### src/rtl/plc_pkg.sv
// Shared types, constants and helpers for the piecewise-linear calibrator.
// No dependencies.
package plc_pkg;

    localparam int VAL_W  = 32;
    localparam int PROD_W = 64;
    localparam int SUM_W  = 36;

    typedef enum logic [1:0] {
        KIND_ADD     = 2'd0,
        KIND_CORRECT = 2'd1,
        KIND_CLEAR   = 2'd2,
        KIND_NONE    = 2'd3
    } t_kind;

    typedef enum logic [3:0] {
        S_IDLE,
        S_READ,
        S_FLAG,
        S_WRITE,
        S_SEL,
        S_DIFF,
        S_MUL,
        S_DGO,
        S_DIV,
        S_FIN,
        S_DONE
    } t_state;

    typedef struct packed {
        logic load;
        logic flag;
        logic ins;
        logic rep;
    } t_cell_cmd;

    typedef struct packed {
        logic hit;
        logic ge;
        logic gt;
    } t_cell_flags;

    function automatic logic signed [VAL_W-1:0] sat32(input logic signed [SUM_W-1:0] v);
        logic signed [SUM_W-1:0] hi;
        logic signed [SUM_W-1:0] lo;
        hi = SUM_W'(32'sh7fff_ffff);
        lo = -SUM_W'(32'sh7fff_ffff) - SUM_W'(1);
        if (v > hi) begin
            return 32'sh7fff_ffff;
        end else if (v < lo) begin
            return 32'sh8000_0000;
        end else begin
            return v[VAL_W-1:0];
        end
    endfunction

endpackage

### src/rtl/plc_cell.sv
// One table slot: holds point IDX of every channel, compares against the item,
// and shifts from its left neighbor on an insert. Depends on plc_pkg.
module plc_cell #(
    parameter int IDX      = 0,
    parameter int CHANNELS = 8,
    parameter int CH_W     = 3,
    parameter int CNT_W    = 5
) (
    input  logic                       i_clk,
    input  plc_pkg::t_cell_cmd         i_cmd,
    input  logic [CH_W-1:0]            i_ch,
    input  logic [CNT_W-1:0]           i_n,
    input  logic signed [31:0]         i_x,
    input  logic signed [31:0]         i_y,
    input  logic signed [31:0]         i_left_raw,
    input  logic signed [31:0]         i_left_ref,
    input  logic                       i_left_at,
    output logic                       o_at,
    output logic signed [31:0]         o_raw,
    output logic signed [31:0]         o_ref,
    output plc_pkg::t_cell_flags       o_flags
);
    import plc_pkg::*;

    logic signed [31:0] r_raw [CHANNELS];
    logic signed [31:0] r_ref [CHANNELS];
    logic signed [31:0] r_rd_raw;
    logic signed [31:0] r_rd_ref;
    t_cell_flags        r_flags;
    logic               live;
    logic               reach;

    assign live  = int'(i_n) > IDX;
    assign reach = int'(i_n) >= IDX;
    // at or past the insert position; slots beyond the count always are
    assign o_at    = live ? r_flags.ge : 1'b1;
    assign o_raw   = r_rd_raw;
    assign o_ref   = r_rd_ref;
    assign o_flags = r_flags;

    always_ff @(posedge i_clk) begin
        if (i_cmd.load) begin
            r_rd_raw <= r_raw[i_ch];
            r_rd_ref <= r_ref[i_ch];
        end
        if (i_cmd.flag) begin
            r_flags.hit <= live && (r_rd_raw == i_x);
            r_flags.ge  <= r_rd_raw >= i_x;
            r_flags.gt  <= live && (r_rd_raw > i_x);
        end
        if (i_cmd.ins && reach) begin
            if (o_at && !i_left_at) begin
                r_raw[i_ch] <= i_x;
                r_ref[i_ch] <= i_y;
            end else if (i_left_at) begin
                r_raw[i_ch] <= i_left_raw;
                r_ref[i_ch] <= i_left_ref;
            end
        end
        if (i_cmd.rep && live && r_flags.hit) begin
            r_ref[i_ch] <= i_y;
        end
    end

endmodule

### config.mk
export PLATFORM = sky130hd
export DESIGN_NAME = plc_cell
export DESIGN_NICKNAME = d
export VERILOG_FILES = /design/src/rtl/plc_pkg.sv /design/src/rtl/plc_cell.sv
export SDC_FILE = /design/constraint.sdc
export NUM_CORES = 1
export LEC_CHECK = 0
export ABC_CLOCK_PERIOD_IN_PS = 16100
export BUFFER_PORTS_ARGS = -buffer_cell sky130_fd_sc_hd__clkbuf_2
export CORE_MARGIN = 4
export CORE_UTILIZATION = 52
export CTS_BUF_LIST = sky130_fd_sc_hd__clkbuf_2
export CTS_CLUSTER_DIAMETER = 100
export CTS_CLUSTER_SIZE = 12
export DETAILED_ROUTE_END_ITERATION = 10
export GPL_ROUTABILITY_DRIVEN = 0
export PLACE_DENSITY = 0.7
export SETUP_SLACK_MARGIN = 0.4
export SLEW_MARGIN = 20
export SYNTH_ARGS = -nofsm -noshare
export SYNTH_HDL_FRONTEND = slang
export SYNTH_SLANG_ARGS = --single-unit
export TNS_END_PERCENT = 50
### constraint.sdc
create_clock -name i_clk -period 16.1 [get_ports i_clk]
set_input_delay 2.415 -clock i_clk [delete_from_list [all_inputs] [get_ports i_clk]]
set_output_delay 2.415 -clock i_clk [all_outputs]
set_load 0.01 [all_outputs]
* Yosys cells after proc, flatten, opt, wreduce, memory -nomap -nowiden
Memories as Yosys holds them, arrays and structs flattened. A register that Yosys moved wholly into a read port is not among the register bits.
Index checks and enable logic that the tools add are counted.
** Word-level totals
- RAM bits :: 512
- Word-level logic and storage cells :: 31
- Output and inout bits :: 68
- Register bits after elaboration :: 3
- Memories kept :: 2
** Memories
- r_raw :: words 8, bits a word 32, rd ports 1, clocked after Yosys merged registers in 1, wr ports 1, line plc_cell.sv:25 : logic signed [31:0] r_raw [CHANNELS];
- r_ref :: words 8, bits a word 32, rd ports 1, clocked after Yosys merged registers in 1, wr ports 1, line plc_cell.sv:26 : logic signed [31:0] r_ref [CHANNELS];
** Operators by class
- Equal/unequal tests :: 1
- Bitwise logic cells :: 3
- $lt $le $gt $ge :: 3
- Mux-type cells :: 13
- Reductions and logical operators :: 6
** Operator list (count)
- $mux W32 :: 3
- $eq A32 B32 Y1 :: 1
- $ge A32 B32 Y1 :: 1
- $gt A32 B32 Y1 :: 1
- $mux W1 :: 10
- $gt A5 B1 Y1 const B :: 1
- $logic_and A1 B1 Y1 :: 5
- $or A1 B1 Y1 :: 3
- $logic_not A1 Y1 :: 1

* Longest topological paths before layout
Gate-level depths: netlist of the first run.
- Depth in word-level cells :: 8
- Mapped depth :: 8

* Least setup slack after synthesis of the first run
No wires, ideal clock.
- Kind :: input-to-reg
- Start point :: in i_n[1]
- End point :: mem r_raw[4][0] (enable)
- Required time :: 15.587 ns
- Buffers on the path :: 0
- Library setup time :: 0.513 ns
- Slack :: 8.663 ns
- Cell stages on the path :: 5
- Data arrival time :: 6.924 ns
- Cells stage by stage :: or4_1 > nor2_2 > or2_1 > o21ai_1 > nor4b_1
** On the way
- Cells in the longest elaborated chain, start to end :: 7
- Elaborated cells between the ends (all ways) :: 10
- Those cells by class :: order compare: 1; mux: 7; bitwise: 1; reduce/logical: 1
** RTL lines
- start: declaration :: line plc_cell.sv:12 : input logic [CNT_W-1:0] i_n,
- $gt A5 B1 Y1 * :: line plc_cell.sv:33 : assign live = int'(i_n) > IDX;
- $mux W1 * :: line plc_cell.sv:36 : assign o_at = live ? r_flags.ge : 1'b1;
- net o_at :: line plc_cell.sv:18 : output logic o_at,
- $logic_and A1 B1 Y1 * :: line plc_cell.sv:52 : if (o_at && !i_left_at) begin
- $mux W1 :: line plc_cell.sv:52
- $mux W1 :: line plc_cell.sv:51 : if (i_cmd.ins && reach) begin
- $mux W1, on equally long branches :: line plc_cell.sv:53, plc_cell.sv:56
- $or A1 B1 Y1 (no line) *
- end: declaration :: line plc_cell.sv:25
The timed path passes the listed nets; every way through them passes the cells marked *.

* Worst setup path after layout of the first run
- Start point :: in i_n[1]
- End point :: out o_at
** On the way
- Cells in the longest elaborated chain, start to end :: 2
** RTL lines (line)
- $gt A5 B1 Y1 :: plc_cell.sv:33
- $mux W1 :: plc_cell.sv:36
- end: declaration :: plc_cell.sv:18
No other way between the ends.

==> results of run 1 <==
==> kinds of logic (layout without fill, tap and decap cells) <==
family | after synthesis | in the layout | share of synthesized area [%]
mux | 66 | 66 | 3.43
compound gates | 282 | 282 | 9.70
other cells | 0 | 2 | 0
flops | 579 | 579 | 79.9
buf+inv | 97 | 330 | 1.72
simple gates | 129 | 129 | 3.42
fa+ha+maj | 32 | 32 | 1.84
==> flip-flops by register name, indices dropped and copies added, names as in the netlist <==
signal	cells
o_ref	32
o_flags	3
r_raw	256
r_ref	256
o_raw	32
==> metal layers <==
metal | share of wire (%) | up-vias | global-route usage [%]
met3 | 7.7 | 69 | 3.79
met1 | 42 | 6068 | 31.1
met4 | 1.7 | 4 | 4.89
li1 | - | 5355 | -
met5 | 0.050 | - | 0
met2 | 49 | 512 | 35.8
==> worst max-delay path: stages <==
cell	delay (ns)
sky130_fd_sc_hd__clkbuf_2	0.08
sky130_fd_sc_hd__or4_1	0.52
sky130_fd_sc_hd__nor2_2	0.25
sky130_fd_sc_hd__or2_1	0.17
sky130_fd_sc_hd__clkbuf_2	0.14
==> final timing paths <==
check	startpoint	slack (ns)	end	cells after the start
max	i_n[1]	10.11	o_at	5
min	r_raw[7][17]	0.56	o_raw[17]	2
max reg2reg	o_raw[31]	13.29	o_flags[0]	7
min reg2reg	r_raw[7][17]	0.56	o_raw[17]	2
==> where the power goes <==
part	switching (W)	internal, W
Sequential	0.0000138	0.00172
Clock	0.000420	0.0000935
Combinational	0.000135	0.0000683
Total	0.000568	0.00188
==> cells in the mapped netlist (2+ instances only) <==
| master | n |
|---|---|
| sky130_fd_sc_hd__a21o_1 | 2 |
| sky130_fd_sc_hd__a21oi_1 | 11 |
| sky130_fd_sc_hd__a22oi_1 | 256 |
| sky130_fd_sc_hd__buf_1 | 4 |
| sky130_fd_sc_hd__buf_4 | 3 |
| sky130_fd_sc_hd__clkbuf_1 | 55 |
| sky130_fd_sc_hd__edfxtp_1 | 579 |
| sky130_fd_sc_hd__ha_1 | 32 |
| sky130_fd_sc_hd__inv_1 | 35 |
| sky130_fd_sc_hd__mux2_1 | 32 |
| sky130_fd_sc_hd__mux2_2 | 32 |
| sky130_fd_sc_hd__nand2_1 | 12 |
| sky130_fd_sc_hd__nand3_1 | 4 |
| sky130_fd_sc_hd__nand4_1 | 71 |
| sky130_fd_sc_hd__nor2_1 | 17 |
| sky130_fd_sc_hd__nor2_2 | 2 |
| sky130_fd_sc_hd__nor2b_1 | 3 |
| sky130_fd_sc_hd__nor3_1 | 4 |
| sky130_fd_sc_hd__nor3b_1 | 3 |
| sky130_fd_sc_hd__nor4_1 | 2 |
| sky130_fd_sc_hd__nor4b_1 | 2 |
| sky130_fd_sc_hd__o21ai_1 | 2 |
| sky130_fd_sc_hd__or2_2 | 2 |
==> metrics by stage <==
step | setup WS [ns] | hold WS (ns) | instances | instance area [um2]
2_1_floorplan | 8.66 | 0.521 | 1185 | 21800
3_3_place_gp | 10.14 | 0.532 | 1891 | 23600
3_5_place_dp | 10.12 | 0.533 | 1891 | 23600
4_1_cts | 10.12 | 0.569 | 1949 | 23900
5_1_grt | 10.03 | 0.603 | 1951 | 23900
6_report | 10.11 | 0.561 | 1952 | 23900
==> cell type report <==
cell class,count,area [um2],area share [%]
timing repair buffer,237,1280,5.35
clock inverter,1,11.3,0.0471
antenna,2,5.00,0.0209
clock buffer,57,285,1.19
sequential,579,17400,72.7
inverter,35,131,0.549
multi-input combinational,509,4160,17.4
tap,532,666,2.78
==> results.cfg, run 1 <==
[detailed_routing]
detailroute.via_count = 12000
drcViolationCount = 0
detail_route.wl_per_cell_um = 25.4
drt_first_iter_violations = 995
drt.antenna.violating_nets = 0
route.final.wire_length_um = 49600
viasPerCell = 6.15
firstDrtPassIters = 5

[synth]
ys_seq_area_share_pct = 79.9
synth_top_area_share_pct = 79.9
ys.warnings.count = 0
netlist.top_cell.by_area = sky130_fd_sc_hd__edfxtp_1
ys_types = 43
synthCells = 1185
synth-edff-count = 579
synth-async-reset-ratio_pct = 0
synth_top_flop_cell = sky130_fd_sc_hd__edfxtp_1
ys_seq_elements = 579
post_synth_instance_area_mm2 = 0.0218
syn_nets = 1359
ys_top_cells_by_area = sky130_fd_sc_hd__edfxtp_1 80%, sky130_fd_sc_hd__a22oi_1 8.8%, sky130_fd_sc_hd__nand4_1 2.0%
synthesis.area_per_instance_um2 = 18.4

[grt]
grt_pass1_vias = 12200
grt_antenna_before_repair = 3
grtUsageTotal_pct = 21.8
grt-ovfl-total = 0
grt_start_max_net_pins = 65
grt_pass1_wl_um = 73500

[timing]
timing.final.setup_violations = 0
grt_setup_unrepaired = false
slew_viol_final = 0
max_slew_margin_pct = 32.0
clock_skew_ns = 0.0307
setup-tns-final_ns = 0
fin_crit_sh_pct = 37.2
max_slew.worst_pin.slew_ns = 1.02
min_period_ns = 5.99
timing_hold_violations_final = 0
peak_clock_frequency_supported_by_timing_mhz = 167

[clocking]
h-tree-depth = 2
path_clk_slew_ns = 0.21
clk_root_buffer_cell = sky130_fd_sc_hd__clkbuf_2
clock_latency_ns = 0.98
tritoncts.num_buffers = 54
cts_tree = yes
cts.repair_timing.setup_buffer_count = 0
number_of_hold_buffers_added_after_cts = 0
cts_resized = 0
clock_sink_count = 579
cts-root-to-sink-buffers = 3

[power_and_ir_drop]
power-per-cell-area_mw_per_mm2 = 102
total_power_w = 0.00245
leakagePower_nw = 8.01
vdd.ir_drop.worst_uv = 59.1

[floorplan]
start_util_pct = 52.9
fp.coreArea_mm2 = 0.0411
floorplan.die_area_mm2 = 0.0452
chipHeight_um = 213
die-width_um = 213
rows = 74
io-pin-count = 210

[outcome]
status = complete, no violations

[layout]
drive_above_1_share_pct = 25.4
final_nets = 1590
layout.cells.most_common = sky130_fd_sc_hd__edfxtp_1
fill_cells = 3120
final_util_pct = 58.2
most-common-layout-cells = 579 x sky130_fd_sc_hd__edfxtp_1, 265 x sky130_fd_sc_hd__clkbuf_2, 256 x sky130_fd_sc_hd__a22oi_1
area.growth.synth_to_final_pct = 9.93

[critical_path]
worst-path-max-fanout = 7
worst_ep_required_time_ns = 13.69
timing_worst_setup_path_type = input pin to output pin
timing.critical_path.to_type = output pin
worstPathArrival_ns = 3.58
critical_path.startpoint_type = input pin

[placed_design]
port_buffers = 209
detailed_place_hpwl_um = 27100

[flow_run]
cap_violations = 0

[min_path]
worst_hold_path_type = register to register
No activity file was read; power rests on OpenSTA's default activity.
==> run 2: changes to the inputs <==
--- a/config.mk
+++ b/config.mk
@@ -5,7 +5,7 @@
 export SDC_FILE = /design/constraint.sdc
 export NUM_CORES = 1
 export LEC_CHECK = 0
-export ABC_CLOCK_PERIOD_IN_PS = 16100
+export ABC_CLOCK_PERIOD_IN_PS = 5200
 export BUFFER_PORTS_ARGS = -buffer_cell sky130_fd_sc_hd__clkbuf_2
 export CORE_MARGIN = 4
 export CORE_UTILIZATION = 52
@@ -14,7 +14,7 @@
 export CTS_CLUSTER_SIZE = 12
 export DETAILED_ROUTE_END_ITERATION = 10
 export GPL_ROUTABILITY_DRIVEN = 0
-export PLACE_DENSITY = 0.7
+export PLACE_DENSITY = 0.73
 export SETUP_SLACK_MARGIN = 0.4
 export SLEW_MARGIN = 20
 export SYNTH_ARGS = -nofsm -noshare
==> constraint.sdc (replaced) <==
create_clock -name i_clk -period 5.2 [get_ports i_clk]
set_input_delay 0.78 -clock i_clk [delete_from_list [all_inputs] [get_ports i_clk]]
set_output_delay 0.78 -clock i_clk [all_outputs]
set_load 0.01 [all_outputs]
==> run 2 against run 1 <==
Compared with the run above: via count up 1.6%; setup slack got worse by 7.9 ns; clock-buffer cell count fell by 2; sequential power rose to 3.1 times the previous value; worst hold slack got worse by 0.32 ns; wire length grew 2.0%; cell count is 0.41% higher; first-iteration DRC count is 24% higher; sequential share of layout area fell by 0.20 points; global-route usage is 0.31 points higher; highest routed layer unchanged.
==> results.cfg, run 2 (synthesized netlist as in run 1, its figures left out) <==
[detailed_routing]
drt_first_iter_violations = 1229
drt.antenna.violating_nets = 0
detail_route.wl_per_cell_um = 25.8
firstDrtPassIters = 5
route.final.wire_length_um = 50600
viasPerCell = 6.22
detailroute.via_count = 12200
drcViolationCount = 0

[power_and_ir_drop]
power-per-cell-area_mw_per_mm2 = 316
power.share.combinational_pct = 8.5
p_int_w = 0.00582
power.share.clock_pct = 20.8
vdd.ir_drop.worst_uv = 222
switchingPower_w = 0.00177
power_frac_seq_pct = 70.7
leakagePower_nw = 8.06
sw_frac_of_total_pct = 23.3

[critical_path]
startpoint_of_the_worst_register_to_register_path = o_flags[1]
critPathBufInv = 3
timing_worst_setup_path_type = input pin to register
slowest_stage = sky130_fd_sc_hd__or4_1
timing.critical_path.to_type = register
critical_path.startpoint = i_n[2]
path_depth = 9
setup.worst_path.end = r_ref[1][11]
worst_ep_required_time_ns = 5.79
r2r-end = r_ref[1][11]
worstPathArrival_ns = 3.57
setup.reg_to_reg.worst_slack_ns = 2.43
worst-r2r-cell-count = 6
timing.critical_path.slowest_cell_delay_ns = 0.53
worst-path-max-fanout = 22
cell_family_with_the_largest_share_of_critical_path_delay = simple AND/OR/NAND/NOR gates
timing.critical_path.cells = clkbuf_2 -> or4_1 -> nor2_2 -> or2_1 -> o21ai_1 -> buf_4 -> o21a_1 -> nor2b_4 -> buf_4
critical_path.startpoint_type = input pin
crit_path_frequent_cell = sky130_fd_sc_hd__buf_4

[clocking]
h-tree-depth = 2
cts.repair_timing.setup_buffer_count = 0
tritoncts.num_buffers = 54
clock_sink_count = 579
clk_root_buffer_cell = sky130_fd_sc_hd__clkbuf_2
cts_tree = yes
clock_latency_ns = 0.94
cts-root-to-sink-buffers = 3
path_clk_slew_ns = 0.21

[flow_run]
cap_violations = 0

[grt]
grt_start_max_net_pins = 65
grtUsageTotal_pct = 22.1
grt_antenna_before_repair = 2
grt_pass1_wl_um = 74500
grt-ovfl-total = 0
grt_pass1_vias = 12200

[outcome]
status = complete, no violations

[floorplan]
die-width_um = 213
floorplan.die_area_mm2 = 0.0452
start_util_pct = 52.9
fp.coreArea_mm2 = 0.0411
rows = 74
chipHeight_um = 213
io-pin-count = 210

[layout]
final_util_pct = 58.4
biggestRegsByFlops = r_raw (256), r_ref (256)
drive_above_1_share_pct = 25.8
layout.cells.most_common = sky130_fd_sc_hd__edfxtp_1
final_nets = 1600
area.growth.synth_to_final_pct = 10.2
most-common-layout-cells = 579 x sky130_fd_sc_hd__edfxtp_1, 263 x sky130_fd_sc_hd__clkbuf_2, 256 x sky130_fd_sc_hd__a22oi_1

[timing]
peak_clock_frequency_supported_by_timing_mhz = 335
slew_viol_final = 0
fin_crit_sh_pct = 57.3
timing.final.setup_violations = 0
setup-tns-final_ns = 0
max_slew_margin_pct = 34.3
timing_hold_violations_final = 0
min_period_ns = 2.98
grt_setup_unrepaired = false
clock_skew_ns = 0.0736
max_slew.worst_pin.slew_ns = 0.981

[placed_design]
detailed_place_hpwl_um = 30200
port_buffers = 209

[min_path]
worst_hold_path_type = input pin to register
==> run 2: worst reg2reg max path: cells and delay by family, from the launching register on <==
| kind | cells | cell delay (ns) |
|---|---|---|
| AOI/OAI and AO/OA | 2 | 0.82 |
| buffers and inverters | 2 | 0.59 |
| DFF | 1 | 0.56 |
| and+or+nand+nor | 2 | 0.51 |
==> run 2: layout make-up <==
class / count / area (um2)
flip-flops and latches: 579 / 17400
inverters: 35 / 131
multi-input cells: 509 / 4170
diodes: 1 / 2.50
clock buffers: 55 / 275
repair buffers: 247 / 1350
clock inverters: 2 / 15.0
well taps: 532 / 666
fillers: 3059 / 17100
==> run 2: worst min-delay path by stage <==
stage	start	endpoint	slack (ns)	cells after the start
after floorplan	r_raw[3][0]	o_raw[0]	0.52	2
after global placement	r_raw[3][31]	o_raw[31]	0.53	2
after detailed placement	r_raw[7][9]	o_raw[9]	0.53	2
after CTS	i_left_raw[26]	r_raw[1][26]	0.19	2
after global routing	i_left_raw[25]	r_raw[1][25]	0.19	2
final	i_left_raw[25]	r_raw[1][25]	0.24	2
==> run 2: power groups by stage <==
stage / Clock (W) / Combinational, W / Sequential, W
global route: 0.00180 / 0.000704 / 0.00538
detailed placement: 0 / 0.000647 / 0.00547
finish: 0.00158 / 0.000643 / 0.00537
floorplan: 0 / 0.000312 / 0.00549
global placement: 0 / 0.000634 / 0.00547
CTS: 0.00161 / 0.000651 / 0.00537
==> run 2: stage by stage <==
step	instance area (um2)	std cells	hold slack (ns)	total power [W]	setup WS, ns
floorplan	21800	1185	0.521	0.00580	-0.592
global placement	23700	1901	0.534	0.00610	1.33
detailed placement	23700	1901	0.534	0.00612	1.28
CTS	24000	1959	0.193	0.00763	2.26
global route	24000	1960	0.187	0.00789	2.18
finish	24000	1960	0.241	0.00759	2.22
==> run 2: timing repair <==
| action | in CTS | in global routing |
|---|---|---|
| hold endpoints to repair | 3 | 0 |
| resized for setup | 0 | 0 |
| hold buffers | 1 | 0 |
==> run 2: per-layer routing <==
| layer | vias to the layer above | track usage, % | wire [um] |
|---|---|---|---|
| li1 | 5374 | - | - |
| met1 | 6121 | 31.8 | 20400 |
| met2 | 625 | 35.5 | 24400 |
| met3 | 77 | 4.29 | 4920 |
| met4 | 2 | 5.33 | 945 |
| met5 | - | 0 | 7 |
