--- config.mk ---
export PLATFORM = sky130hd
export DESIGN_NAME = plc_div
export DESIGN_NICKNAME = d
export VERILOG_FILES = /design/src/rtl/plc_pkg.sv /design/src/rtl/plc_div.sv
export SDC_FILE = /design/constraint.sdc
export NUM_CORES = 1
export LEC_CHECK = 0
export BUFFER_PORTS_ARGS = -buffer_cell sky130_fd_sc_hd__clkbuf_2
export CAP_MARGIN = 20
export CORE_UTILIZATION = 60
export CTS_BUF_LIST = sky130_fd_sc_hd__clkbuf_4 sky130_fd_sc_hd__clkbuf_8
export CTS_CLUSTER_SIZE = 25
export DETAILED_ROUTE_END_ITERATION = 7
export PLACE_DENSITY = 0.91
export SYNTH_ARGS = -nofsm -noshare
export SYNTH_HDL_FRONTEND = slang
export SYNTH_SLANG_ARGS = --single-unit
--- constraint.sdc ---
create_clock -name i_clk -period 13 [get_ports i_clk]
set_clock_uncertainty 0.1 [all_clocks]
set_input_delay 2.6 -clock i_clk [delete_from_list [all_inputs] [get_ports i_clk]]
set_output_delay 2.6 -clock i_clk [all_outputs]
set_load 0.005 [all_outputs]
--- src/rtl/plc_pkg.sv ---
// Shared types, constants and helpers for the piecewise-linear calibrator.
// No dependencies.
package plc_pkg;

    localparam int VAL_W  = 32;
    localparam int PROD_W = 64;
    localparam int SUM_W  = 36;

    typedef enum logic [1:0] {
        KIND_ADD     = 2'd0,
        KIND_CORRECT = 2'd1,
        KIND_CLEAR   = 2'd2,
        KIND_NONE    = 2'd3
    } t_kind;

    typedef enum logic [3:0] {
        S_IDLE,
        S_READ,
        S_FLAG,
        S_WRITE,
        S_SEL,
        S_DIFF,
        S_MUL,
        S_DGO,
        S_DIV,
        S_FIN,
        S_DONE
    } t_state;

    typedef struct packed {
        logic load;
        logic flag;
        logic ins;
        logic rep;
    } t_cell_cmd;

    typedef struct packed {
        logic hit;
        logic ge;
        logic gt;
    } t_cell_flags;

    function automatic logic signed [VAL_W-1:0] sat32(input logic signed [SUM_W-1:0] v);
        logic signed [SUM_W-1:0] hi;
        logic signed [SUM_W-1:0] lo;
        hi = SUM_W'(32'sh7fff_ffff);
        lo = -SUM_W'(32'sh7fff_ffff) - SUM_W'(1);
        if (v > hi) begin
            return 32'sh7fff_ffff;
        end else if (v < lo) begin
            return 32'sh8000_0000;
        end else begin
            return v[VAL_W-1:0];
        end
    endfunction

endpackage

--- src/rtl/plc_div.sv ---
// Unsigned 64 / 32 restoring divider, two quotient bits per cycle.
// Depends on plc_pkg.
module plc_div (
    input  logic                          i_clk,
    input  logic                          i_rst_n,
    input  logic                          i_start,
    input  logic [plc_pkg::PROD_W-1:0]    i_dividend,
    input  logic [31:0]                   i_divisor,
    output logic                          o_done,
    output logic [plc_pkg::PROD_W-1:0]    o_quotient
);
    import plc_pkg::*;

    localparam int STEPS = PROD_W / 2;
    localparam int CW    = $clog2(STEPS);

    logic [PROD_W-1:0] r_dvd;
    logic [PROD_W-1:0] r_quo;
    logic [31:0]       r_rem;
    logic [CW-1:0]     r_cnt;
    logic              r_run;
    logic              r_done;
    logic [32:0]       t1;
    logic [32:0]       t2;
    logic [31:0]       rem1;
    logic [31:0]       rem2;
    logic              ge1;
    logic              ge2;

    always_comb begin
        t1   = {r_rem, r_dvd[PROD_W-1]};
        ge1  = t1 >= {1'b0, i_divisor};
        rem1 = ge1 ? 32'(t1 - {1'b0, i_divisor}) : t1[31:0];
        t2   = {rem1, r_dvd[PROD_W-2]};
        ge2  = t2 >= {1'b0, i_divisor};
        rem2 = ge2 ? 32'(t2 - {1'b0, i_divisor}) : t2[31:0];
    end

    always_ff @(posedge i_clk) begin
        if (!i_rst_n) begin
            r_run  <= 1'b0;
            r_done <= 1'b0;
            r_cnt  <= '0;
        end else begin
            r_done <= 1'b0;
            if (i_start) begin
                r_run <= 1'b1;
                r_cnt <= '0;
            end else if (r_run) begin
                r_cnt <= r_cnt + 1'b1;
                if (r_cnt == CW'(STEPS - 1)) begin
                    r_run  <= 1'b0;
                    r_done <= 1'b1;
                end
            end
        end
    end

    always_ff @(posedge i_clk) begin
        if (i_start) begin
            r_dvd <= i_dividend;
            r_quo <= '0;
            r_rem <= '0;
        end else if (r_run) begin
            r_dvd <= {r_dvd[PROD_W-3:0], 2'b00};
            r_quo <= {r_quo[PROD_W-3:0], ge1, ge2};
            r_rem <= rem2;
        end
    end

    assign o_done     = r_done;
    assign o_quotient = r_quo;

endmodule
After elaboration in Yosys (flattened, before gate mapping)
Index checks and enable logic that the tools add are counted.
Operators by class
  add/sub/neg operators: 3
  order comparisons: 2
  eq/ne operators: 1
  mux-type cells: 8
  bitwise operators: 2
  reductions and logical operators: 3
Operator list (number)
  64-bit 2-to-1 mux: 2
  33-bit by 32-bit >= comparator with 1-bit output: 2
  32-bit 2-to-1 mux: 2
  32-bit subtractor: 2
  5-bit by 1-bit adder with 5-bit output (second input constant): 1
  5-bit equality test (second input constant): 1
  1-bit 2-to-1 mux: 4
  3-bit OR reduction: 1
  1-bit inverter: 2
  2-bit nonzero test: 1
  2-bit OR reduction: 1
Storage, ports and cells
  register bits: 167
  input bits: 99
  output and inout bits: 65

Longest topological paths before layout
Gate-level depths: netlist of run 1.
  word-level depth: 4
  mapped depth: 28
  depth with buffers taken out: 23

Worst setup path before layout of run 1
Ideal clock, no wire load.
  kind: input to register
  from: in i_divisor[0]
  to: reg r_rem[9]
  arrival: 7276 ps
  path slack: 5538 ps
  cell stages on the path: 25
  path buffers: 3
  cell sequence: ha_1 inv_1 fa_1 a211oi_1 o21bai_1 o21ai_0 o22ai_1 o31ai_1 a21oi_1 or3_1 a31o_2 ha_1 buf_2 nand3_1 nand2b_1 a211oi_1 a211o_1 a211oi_2 o21bai_1 a211oi_2 o211ai_2 buf_6 buf_6 mux2i_1 a211oi_1
On the way
  longest elaborated chain between the ends: 4
  elaborated cells between the ends (all ways): 6
Ends and longest elaborated chain
  start, declared: RTL line plc_div.sv:8  | input logic [31:0] i_divisor,
  32-bit subtractor or 33-bit by 32-bit >= comparator with 1-bit output (tied branches): RTL line plc_div.sv:33, plc_div.sv:32
  32-bit 2-to-1 mux: RTL line plc_div.sv:33  | rem1 = ge1 ? 32'(t1 - {1'b0, i_divisor}) : t1[31:0];
  32-bit subtractor or 33-bit by 32-bit >= comparator with 1-bit output (tied branches): RTL line plc_div.sv:36, plc_div.sv:35
  32-bit 2-to-1 mux (*): RTL line plc_div.sv:36  | rem2 = ge2 ? 32'(t2 - {1'b0, i_divisor}) : t2[31:0];
  end signal, assigned: RTL line plc_div.sv:67  | r_rem <= rem2;
  end, declared: RTL line plc_div.sv:19  | logic [31:0] r_rem;
Mark *: on every way between the ends. The rest lies on a longest branch, timed or not.
A chain may end at the register's enable or synchronous reset.

Worst setup path after layout of run 1
  from: in i_divisor[0]
  to: reg r_rem[4]
The elaborated chain is that of the path after synthesis.

==> results.md, run 1 <==
* I/O Buffers at 163
* Die Width at 135 µm
* Top Ports at 164
* Pre-CTS setup slack at 4.23 ns
* Slowest cell on the critical path: buf_4
* Setup TNS at 0 ns
* DRC viols at 0
* Effective utilization at floorplan at 61.4%
* Crit Path Category: in2reg
* Root Driver: clkbuf_8
* Cell count after placement at 1444
* Commonest non-fill, non-tap cell in the layout: clkbuf_2
* Total gr overflow at 0
* Die Y at 135 µm
* Hold WC Path Type: reg2reg
* Syn Inst Count at 1107
* Largest net degree at the start of global routing at 69
* Diode count at 0
* CTS tree: done
* Mean Syn Cell Area at 9.57 µm²
* RSZ-0062 raised after global routing: no
* Cts repair resizes at 0
* Clock insertion delay at the later pin of the skew report at 0.47 ns
* Crit path cell chain: clkbuf_2 -> ha_1 -> inv_1 -> fa_1 -> a211oi_1 -> o21bai_1 -> o21ai_0 -> o22ai_1 -> o31ai_1 -> a21oi_1 -> or3_1 -> a31o_2 -> ha_1 -> nand3_1 -> nand2b_1 -> a211oi_1 -> a211o_1 -> a211oi_2 -> o21bai_1 -> a211oi_2 -> o211ai_4 -> buf_4 -> nor3_1 -> a2111oi_2
* Power Dens Cells at 127 nW/µm²
* Core area at 17200 µm²
* Drt pass-1 iters at 6
* Leak Pwr at 5.26 nW
* Startpoint class of the critical path: input port
* Initial DRC count at 577
* Worst vdd ir at 105 µV
* Vias in the first global route at 8465
* Critical Path End Type: flip-flop
* Primary FF master, synth: dfxtp_1
* Cell Area, Synth at 10600 µm²
* Final setup fails at 0
* Share of layout cells above drive strength 1 at 24.8%
* Most frequent cells in the layout: 162 x clkbuf_2, 140 x nor2_1, 102 x dfxtp_1, 86 x mux2_2, 83 x mux2i_1
* Hold Vio Cnt, Final at 0
* Num rows at 48
* Post CTS Setup Buffer Count at 0
* Max-cap viol count at 0
* Combined buffer and inverter count along the critical path at 3
* Initial antenna violation count at 0
* Minimum clock period at 8.30 ns
* Hold_buf cts at 0
* Sink Count at 167
* Clock tree buffer depth at 2
* Cell Count, Final, Fillers Out at 1477
* WL/cell at 17.3 µm
* Clk slew on worst S/H paths at 0.09 ns
* Asr flop ratio synth at 0%
* Via count at 8843
* Syn Nets at 1274
* Slew @ Worst Pin at 0.956 ns
* Pins Over Slew Limit at 0
* Crit path required time at 13.25 ns
* Final Cycle Share at 63.8%
* Synth unique cells at 66
* Die area at 18200 µm²
* Area Overhead vs Synth at 12.5%
* Top Family by Delay on Critical Path: compound AO/OA/AOI/OAI gates
* GPL Wtd Cong at 0.943
* Final core occ at 69.1%
* First-pass GRT wire length at 40900 µm
* Nets at 1406
* DRT antenna net count at 0
* Critical path peak fanout at 27
* Worst rel slew slack at 36.3%
* WL final at 25600 µm
* HPWL Detailed at 18600 µm
* Flop2flop setup slack at 6.48 ns
* Ys Warns at 0
* GRT Overall Usage at 28.5%
* Fmax at 0.121 GHz
* H-tree depth at 4
* Seq cells post-synth at 167
* Via-per-instance ratio at 5.99
* Slowest Stage Delay on Critical Path at 0.47 ns
* Status: completed
* CP Data Arrival Time at 8.55 ns
* Post-synthesis sequential area ratio at 37.6%
* TritonCTS Buffers at 17
* Post-synth EDFFs at 64
* Final setup margin at 4.70 ns
## synth_stat cells (all sizes together) (11+ instances only)
cell type | n | area share [%]
xor2 | 18 | 1.5
a21o | 20 | 1.4
edfxtp | 64 | 18
buf | 28 | 1.5
a21oi | 62 | 3.0
nand3 | 19 | 0.90
ha | 66 | 7.8
inv | 58 | 2.1
clkbuf | 29 | 1.0
mux2i | 83 | 7.8
nand4 | 12 | 0.71
nand2 | 55 | 1.9
dfxtp | 103 | 19
a211oi | 33 | 2.5
xnor2 | 34 | 2.8
mux2 | 86 | 9.1
nor3 | 22 | 1.1
nor2 | 141 | 5.0
o21ai | 41 | 1.9
a31oi | 11 | 0.65
## registers in the layout, summed over array words and instances (netlist names)
signal and flops:
o_quotient 64, r_dvd 64, r_rem 32, r_cnt 5, o_done 1, r_run 1
## metal layers
layer,up-vias,routed length [µm],track usage (%),part of all wire (%)
met2,348,12200,47.1,48
met1,4129,10700,35.6,42
met4,0,804,11.9,3.1
met3,54,1880,6.72,7.3
li1,4312,-,-,-
met5,-,0,0,0
## layout make-up
cell class                      count  area (µm²)
Fill cell                        1275        5320
Sequential cell                   167        3990
Inverter                           58         218
Timing Repair Buffer              170         883
Clock buffer                       18         241
Clock inverter                     14         165
Tap cell                          225         282
Multi-Input combinational cell    825        6140
## metrics by stage
stage | power, W | hold WS [ns] | instance area (µm²)
4_1_cts | 0.00151 | 0.413 | 11900
5_1_grt | 0.00159 | 0.429 | 11900
3_5_place_dp | 0.00112 | 0.400 | 11500
2_1_floorplan | 0.00102 | 0.367 | 10600
3_3_place_gp | 0.00111 | 0.374 | 11500
6_report | 0.00151 | 0.414 | 11900
## power by group
group          switching [W]  internal, W
sequential         0.0000223     0.000583
combinational       0.000297     0.000221
clock               0.000237     0.000150
## path summary, 6_finish.rpt
check | start | to | cells after the start
worst min register to register | r_rem[9]$_SDFFE_PP0P_ | r_rem[9]$_SDFFE_PP0P_ | 2
worst max register to register | r_dvd[63]$_DFFE_PP_ | r_rem[4]$_SDFFE_PP0P_ | 24
worst min-delay path | r_rem[9]$_SDFFE_PP0P_ | r_rem[9]$_SDFFE_PP0P_ | 2
worst max-delay path | i_divisor[0] | r_rem[4]$_SDFFE_PP0P_ | 24
## cell families after synthesis
family	share of synthesized area, %
mux	17.0
compound gates	16.2
buf+inv	4.58
fa+ha+maj	8.18
simple gates	12.1
flops	37.6
xor+xnor	4.30
## tightest hold or removal path, cell delays in order, from the launching register on
cell      delay [ns]
dfxtp_1         0.34
nor2_1          0.09
a211oi_1        0.05
No activity file was read; power rests on OpenSTA's default activity.
==> run 2, diff against run 1 <==
--- a/config.mk
+++ b/config.mk
@@ -5,13 +5,14 @@
 export SDC_FILE = /design/constraint.sdc
 export NUM_CORES = 1
 export LEC_CHECK = 0
+export ABC_AREA = 1
 export BUFFER_PORTS_ARGS = -buffer_cell sky130_fd_sc_hd__clkbuf_2
 export CAP_MARGIN = 20
 export CORE_UTILIZATION = 60
 export CTS_BUF_LIST = sky130_fd_sc_hd__clkbuf_4 sky130_fd_sc_hd__clkbuf_8
 export CTS_CLUSTER_SIZE = 25
 export DETAILED_ROUTE_END_ITERATION = 7
-export PLACE_DENSITY = 0.91
+export PLACE_DENSITY = 0.9
 export SYNTH_ARGS = -nofsm -noshare
 export SYNTH_HDL_FRONTEND = slang
 export SYNTH_SLANG_ARGS = --single-unit
==> constraint.sdc (replaced) <==
create_clock -name i_clk -period 8.7 [get_ports i_clk]
set_clock_uncertainty 0.1 [all_clocks]
set_input_delay 1.74 -clock i_clk [delete_from_list [all_inputs] [get_ports i_clk]]
set_output_delay 1.74 -clock i_clk [all_outputs]
set_load 0.005 [all_outputs]
==> run 2 against run 1 <==
Die area grew 7.2%; cell count grew 40%; highest routed layer unchanged; critical path depth shrank 2; global-route usage grew 6.3 points; sequential power grew 58%; worst hold slack lost 0.063 ns; largest cell class unchanged; via count grew 29%; clock power grew 55%; combinational power grew to 4.4 times the previous value; setup slack lost 2.4 ns.
==> results.md, run 2 <==
* Final core occ at 69.5% (was 69.1%)
* Crit Path Category: in2reg (unchanged)
* Slowest Stage Delay on Critical Path at 0.62 ns (was 0.47 ns)
* Syn Inst Count at 1683 (was 1107)
* GPL Wtd Cong at 0.999 (was 0.943)
* Sink Count at 167 (unchanged)
* Slowest cell on the critical path: nand4_4 (was buf_4)
* Hold_ws at 0.352 ns (was 0.414 ns)
* Post-synth EDFFs at 64 (unchanged)
* Crit path cell chain: clkbuf_2 -> inv_1 -> ha_1 -> nand2_2 -> nor2_2 -> nand2_1 -> nor3_2 -> nand3_1 -> nand4_4 -> inv_1 -> o21ai_0 -> inv_1 -> ha_1 -> a31oi_1 -> o21ai_0 -> a21oi_1 -> nand2_1 -> nand2_1 -> nand4_4 -> nor2_2 -> nor2_1 -> nor2_1 (was clkbuf_2 -> ha_1 -> inv_1 -> fa_1 -> a211oi_1 -> o21bai_1 -> o21ai_0 -> o22ai_1 -> o31ai_1 -> a21oi_1 -> or3_1 -> a31o_2 -> ha_1 -> nand3_1 -> nand2b_1 -> a211oi_1 -> a211o_1 -> a211oi_2 -> o21bai_1 -> a211oi_2 -> o211ai_4 -> buf_4 -> nor3_1 -> a2111oi_2)
* Commonest non-fill, non-tap cell in the layout: nand2_1 (was clkbuf_2)
* GRT Overall Usage at 34.8% (was 28.5%)
* Hold WC Path Type: reg2reg (unchanged)
* TritonCTS Buffers at 17 (unchanged)
* Top Ports at 164 (unchanged)
* H-tree depth at 4 (unchanged)
* Power Dens Cells at 302 nW/µm² (was 127 nW/µm²)
* Count leader, synth: nand2_1 (was nor2_1)
* CP startpoint: i_divisor[20] (was i_divisor[0])
* Critical Path End Type: flip-flop (unchanged)
* NetSw at 0.00192 W (was 0.000557 W)
* Hold_buf cts at 0 (unchanged)
* Largest cells by area after synthesis: dfxtp_1 18%, nand2_1 18%, edfxtp_1 17% (was dfxtp_1 19%, edfxtp_1 18%, mux2_2 9.1%)
* Total gr overflow at 0 (unchanged)
* Setup TNS at 0 ns (unchanged)
* Internal power at 0.00191 W (was 0.000955 W)
* Nets at 1989 (was 1406)
* RSZ-0062 raised after global routing: no (unchanged)
* Largest net degree at the start of global routing at 92 (was 69)
* Via-per-instance ratio at 5.53 (was 5.99)
* Asr flop ratio synth at 0% (unchanged)
* Final Cycle Share at 73.5%
* Total Power at 0.00383 W (was 0.00151 W)
* Post-synth top area cell: dfxtp_1 (unchanged)
* Worst vdd ir at 173 µV (was 105 µV)
* Startpoint class of the critical path: input port (unchanged)
* Worst rel slew slack at 27.6% (was 36.3%)
* Share of layout cells above drive strength 1 at 14.7% (was 24.8%)
* Effective utilization at floorplan at 62.2% (was 61.4%)
* Share of the synthesized area in the top cell type at 18.1% (was 19.5%)
* Status: completed (unchanged)
* Reg2reg start: r_rem[19]$_SDFFE_PP0P_ (was r_dvd[63]$_DFFE_PP_)
* DRC viols at 0 (unchanged)
* Vias in the first global route at 10800 (was 8465)
* Sw Ratio at 50.1% (was 36.8%)
* I/O Buffers at 163 (unchanged)
* Die Width at 140 µm (was 135 µm)
* Worst min-delay path startpoint: r_cnt[2]$_SDFFE_PP0P_ (was r_rem[9]$_SDFFE_PP0P_)
* Ys Warns at 0 (unchanged)
* Clock insertion delay at the later pin of the skew report at 0.47 ns (about the same)
* Leak Pwr at 6.52 nW (was 5.26 nW)
* Clk slew on worst S/H paths at 0.09 ns (about the same)
* Die Y at 140 µm (was 135 µm)
* Clock tree buffer depth at 2 (unchanged)
* Die area at 19500 µm² (was 18200 µm²)
* HPWL Detailed at 25400 µm (was 18600 µm)
* WL/cell at 16.1 µm (was 17.3 µm)
* Primary FF master, synth: dfxtp_1 (unchanged)
* Max-cap viol count at 0 (unchanged)
* Crit path required time at 9.00 ns (was 13.25 ns)
* Hold Vio Cnt, Final at 0 (unchanged)
* Fmax at 0.156 GHz
* CTS tree: done (unchanged)
* WL final at 33200 µm (was 25600 µm)
* Num rows at 49 (was 48)
* Register share of total power at 25.1% (was 40.1%)
* Slew @ Worst Pin at 1.09 ns (was 0.956 ns)
* DRT antenna net count at 0 (unchanged)
* Initial DRC count at 956 (was 577)
* Diode count at 0 (unchanged)
* Initial antenna violation count at 0 (unchanged)
* Clock share of power at 15.7% (was 25.6%)
* Area Overhead vs Synth at 11.7% (was 12.5%)
* Most frequent cells in the layout: 531 x nand2_1, 251 x inv_1, 168 x nor2_1, 162 x clkbuf_2, 103 x dfxtp_1 (was 162 x clkbuf_2, 140 x nor2_1, 102 x dfxtp_1, 86 x mux2_2, 83 x mux2i_1)
* Cell Area, Synth at 11400 µm² (was 10600 µm²)
* Root Driver: clkbuf_8 (unchanged)
* Core area at 18300 µm² (was 17200 µm²)
* Post-synthesis sequential area ratio at 35.1% (was 37.6%)
* Synth unique cells at 45 (was 66)
* First-pass GRT wire length at 53600 µm (was 40900 µm)
* Synth top cells by count: 531 x nand2_1, 251 x inv_1, 168 x nor2_1, 103 x dfxtp_1, 93 x a21oi_1 (was 141 x nor2_1, 103 x dfxtp_1, 86 x mux2_2, 83 x mux2i_1, 66 x ha_1)
* Syn Nets at 1850 (was 1274)
* Combinational power share at 59.3% (was 34.3%)
* Via count at 11400 (was 8843)
* Final setup fails at 0 (unchanged)
* Seq cells post-synth at 167 (unchanged)
* Critical path peak fanout at 31 (was 27)
* Pins Over Slew Limit at 0 (unchanged)
* Cts repair resizes at 0 (unchanged)
* Mean Syn Cell Area at 6.75 µm² (was 9.57 µm²)
* Minimum clock period at 6.39 ns
* Drt pass-1 iters at 8 (was 6)
* Post CTS Setup Buffer Count at 0 (unchanged)
* CP Data Arrival Time at 6.70 ns (was 8.55 ns)
run 2: cell type report:
class | instances | area (µm²)
tap | 229 | 287
fill | 1520 | 5570
multi-input combinational | 1214 | 6200
sequential | 167 | 3980
clock buffer | 18 | 248
inverter | 254 | 956
clock inverter | 14 | 173
timing repair buffer | 168 | 853
run 2: metal layers:
| metal | share of wire [%] | global-route usage (%) |
|---|---|---|
| met1 | 42 | 44.6 |
| met2 | 45 | 56.0 |
| met3 | 8.8 | 7.09 |
| met4 | 4.3 | 17.5 |
| met5 | 0 | 0 |
run 2: path summary, 6_finish.rpt:
check	endpoint	slack [ns]	cells after the start
hold / removal	r_cnt[2]$_SDFFE_PP0P_	0.35	1
setup / recovery	r_rem[20]$_SDFFE_PP0P_	2.31	22
setup reg to reg	r_rem[20]$_SDFFE_PP0P_	3.34	20
hold reg to reg	r_cnt[2]$_SDFFE_PP0P_	0.35	1
run 2: per-stage QoR:
step	setup WS (ns)	instance area, µm²	std cells
floorplan	3.40	11400	1683
global placement	2.02	12300	2032
detailed placement	1.86	12300	2032
CTS	2.35	12700	2064
global route	1.86	12700	2064
finish	2.31	12700	2064
run 2: cell families (layout without fill, tap and decap cells):
group                    Yosys count  in the layout  share of synthesized area [%]
XOR/XNOR                          20             20                           1.54
buffers and inverters            302            454                           10.4
adder cells (fa/ha/maj)           68             68                           7.62
AND/OR/NAND/NOR                  847            847                           31.3
flip-flops                       167            167                           35.1
AO/OA/AOI/OAI                    279            279                           14.0
run 2: critical path, delay by kind of cell:
kind / cells / cell delay, ns
AO/OA/AOI/OAI: 4 / 1.12
AND/OR/NAND/NOR: 12 / 2.46
buffers and inverters: 4 / 0.53
adder cells (fa/ha/maj): 2 / 0.81
run 2: power groups by stage:
stage	clock (W)	sequential, W	combinational (W)
2_1_floorplan	0	0.000951	0.00171
3_3_place_gp	0	0.000971	0.00218
3_5_place_dp	0	0.000973	0.00220
4_1_cts	0.000603	0.000956	0.00222
5_1_grt	0.000633	0.000967	0.00253
6_report	0.000601	0.000960	0.00227
==> run 3, diff against run 2 <==
==> constraint.sdc (replaced) <==
create_clock -name i_clk -period 6.4 [get_ports i_clk]
set_clock_uncertainty 0.1 [all_clocks]
set_input_delay 1.28 -clock i_clk [delete_from_list [all_inputs] [get_ports i_clk]]
set_output_delay 1.28 -clock i_clk [all_outputs]
set_load 0.005 [all_outputs]
==> run 3 against run 2 <==
Clock power rose by 43%; combinational power up 37%; die area stayed put; wire length rose by 0.62%; total power is 38% higher; count of clock-buffer cells in the layout unchanged; sequential cell count stayed put; first-iteration DRC count grew 8.9%; utilization grew 0.40 points; sequential power up 35%; largest cell class unchanged.
==> results.md, run 3 (synthesis results as in run 2) <==
* Die Width at 140 µm (unchanged)
* Sink Count at 167 (unchanged)
* Final Cycle Share at 88.8%
* Total Power at 0.00528 W (was 0.00383 W)
* Via count at 11500 (was 11400)
* Area Overhead vs Synth at 12.4% (was 11.7%)
* Critical Path End Type: flip-flop (unchanged)
* Pins Over Slew Limit at 0 (unchanged)
* Clock insertion delay at the later pin of the skew report at 0.48 ns (was 0.47 ns)
* HPWL Detailed at 25100 µm (was 25400 µm)
* Cell count after placement at 2035 (was 2032)
* Worst vdd ir at 302 µV (was 173 µV)
* Sequential cell area at 3980 µm² (unchanged)
* Root Driver: clkbuf_8 (unchanged)
* Top Ports at 164 (unchanged)
* Critical path peak fanout at 19 (was 31)
* Hold_buf cts at 0 (unchanged)
* Minimum clock period at 5.68 ns
* Most frequent cells in the layout: 531 x nand2_1, 251 x inv_1, 168 x nor2_1, 162 x clkbuf_2, 103 x dfxtp_1 (unchanged)
* Hold Vio Cnt, Final at 0 (unchanged)
* Setup TNS at 0 ns (unchanged)
* Via-per-instance ratio at 5.55 (was 5.53)
* Drt pass-1 iters at 6 (was 8)
* First-pass GRT wire length at 53800 µm (was 53600 µm)
* GPL Wtd Cong at 0.988 (was 0.999)
* TritonCTS Buffers at 17 (unchanged)
* Power Dens Cells at 414 nW/µm² (was 302 nW/µm²)
* Vias in the first global route at 11000 (was 10800)
* Post CTS Setup Buffer Count at 0 (unchanged)
* Status: completed (unchanged)
* Crit path required time at 6.72 ns (was 9.00 ns)
* Initial antenna violation count at 0 (unchanged)
* I/O Buffers at 163 (unchanged)
* Die Y at 140 µm (unchanged)
* Clock tree buffer depth at 2 (unchanged)
* Share of layout cells above drive strength 1 at 14.8% (was 14.7%)
* Cell Count, Final, Fillers Out at 2067 (was 2064)
* Startpoint class of the critical path: input port (unchanged)
* Layout fillers at 1485 (was 1520)
* Diode count at 0 (unchanged)
* Initial DRC count at 1041 (was 956)
* WL final at 33400 µm (was 33200 µm)
* Commonest non-fill, non-tap cell in the layout: nand2_1 (unchanged)
* Fmax at 0.176 GHz
* Effective utilization at floorplan at 62.2% (unchanged)
* Num rows at 49 (unchanged)
* Crit Path Category: in2reg (unchanged)
* Max-cap viol count at 0 (unchanged)
* CTS tree: done (unchanged)
* Slew @ Worst Pin at 1.02 ns (was 1.09 ns)
* Final setup fails at 0 (unchanged)
* Cts repair resizes at 0 (unchanged)
* GRT Overall Usage at 34.9% (was 34.8%)
* WL/cell at 16.1 µm (about the same)
* Hold_ws at 0.352 ns (unchanged)
* DRT antenna net count at 0 (unchanged)
* Largest net degree at the start of global routing at 70 (was 92)
* Area taken by multi-input logic gates at 6200 µm² (unchanged)
* H-tree depth at 4 (unchanged)
* Hold WC Path Type: reg2reg (unchanged)
* CP Data Arrival Time at 6.00 ns (was 6.70 ns)
* Final core occ at 69.9% (was 69.5%)
* Core area at 18300 µm² (unchanged)
* RSZ-0062 raised after global routing: no (unchanged)
* Worst rel slew slack at 32.2% (was 27.6%)
* Total gr overflow at 0 (unchanged)
* Nets at 1992 (was 1989)
* Clk slew on worst S/H paths at 0.10 ns (was 0.09 ns)
* Die area at 19500 µm² (unchanged)
* DRC viols at 0 (unchanged)
* Leak Pwr at 6.56 nW (was 6.52 nW)
run 3: stage by stage:
step | worst slack [ns] | area, µm²
2_1_floorplan | 1.56 | 11400
3_3_place_gp | 0.455 | 12300
3_5_place_dp | 0.311 | 12300
4_1_cts | 0.766 | 12800
5_1_grt | 0.308 | 12800
6_report | 0.717 | 12800
run 3: report_power, final:
| group | leakage (nW) | internal, W | total, W | switching, W |
|---|---|---|---|---|
| clock | 0.233 | 0.000429 | 0.000860 | 0.000431 |
| sequential | 1.49 | 0.00122 | 0.00130 | 0.0000796 |
| combinational | 4.83 | 0.00102 | 0.00312 | 0.00210 |
| total | 6.56 | 0.00267 | 0.00528 | 0.00261 |
run 3: path summary, 6_finish.rpt:
kind                                             from                     to  slack (ns)  depth (start not counted)
worst max register to register    r_dvd[63]$_DFFE_PP_  r_rem[3]$_SDFFE_PP0P_        1.27                         27
worst min register to register  r_cnt[2]$_SDFFE_PP0P_  r_cnt[2]$_SDFFE_PP0P_        0.35                          1
worst min-delay path            r_cnt[2]$_SDFFE_PP0P_  r_cnt[2]$_SDFFE_PP0P_        0.35                          1
worst max-delay path                     i_divisor[7]  r_rem[3]$_SDFFE_PP0P_        0.72                         26
run 3: cell type report:
type,count,area share [%]
inverters,254,7.49
repair buffers,171,7.05
well taps,229,2.24
flip-flops and latches,167,31.2
clock buffers,18,1.94
clock inverters,14,1.56
multi-input cells,1214,48.5
run 3: metal layers:
layer | up-vias | wire length [µm] | track usage (%) | share of wire [%]
li1 | 5662 | - | - | -
met1 | 5215 | 14100 | 45.4 | 42
met2 | 529 | 15300 | 57.3 | 46
met3 | 67 | 3050 | 7.26 | 9.2
met4 | 0 | 923 | 12.6 | 2.8
met5 | - | 0 | 0 | 0
run 3: worst max-delay path, cell delays in order:
cell and delay, ns:
clkbuf_2 0.07, inv_1 0.08, ha_1 0.38, nand2_2 0.11, nor2_2 0.24, nand4_1 0.17, nor2_1 0.17, nand3_1 0.14
nand4_4 0.23, inv_1 0.18, buf_4 0.22, o21ai_0 0.34, inv_1 0.09, ha_1 0.35, a21oi_1 0.22, o21ai_0 0.14
a21oi_1 0.19, nand2_1 0.14, nand3_1 0.10, nand2_1 0.07, nand2_1 0.20, nand4_4 0.34, buf_12 0.30, nor2_2 0.11
nor2_1 0.05, nor2_1 0.07
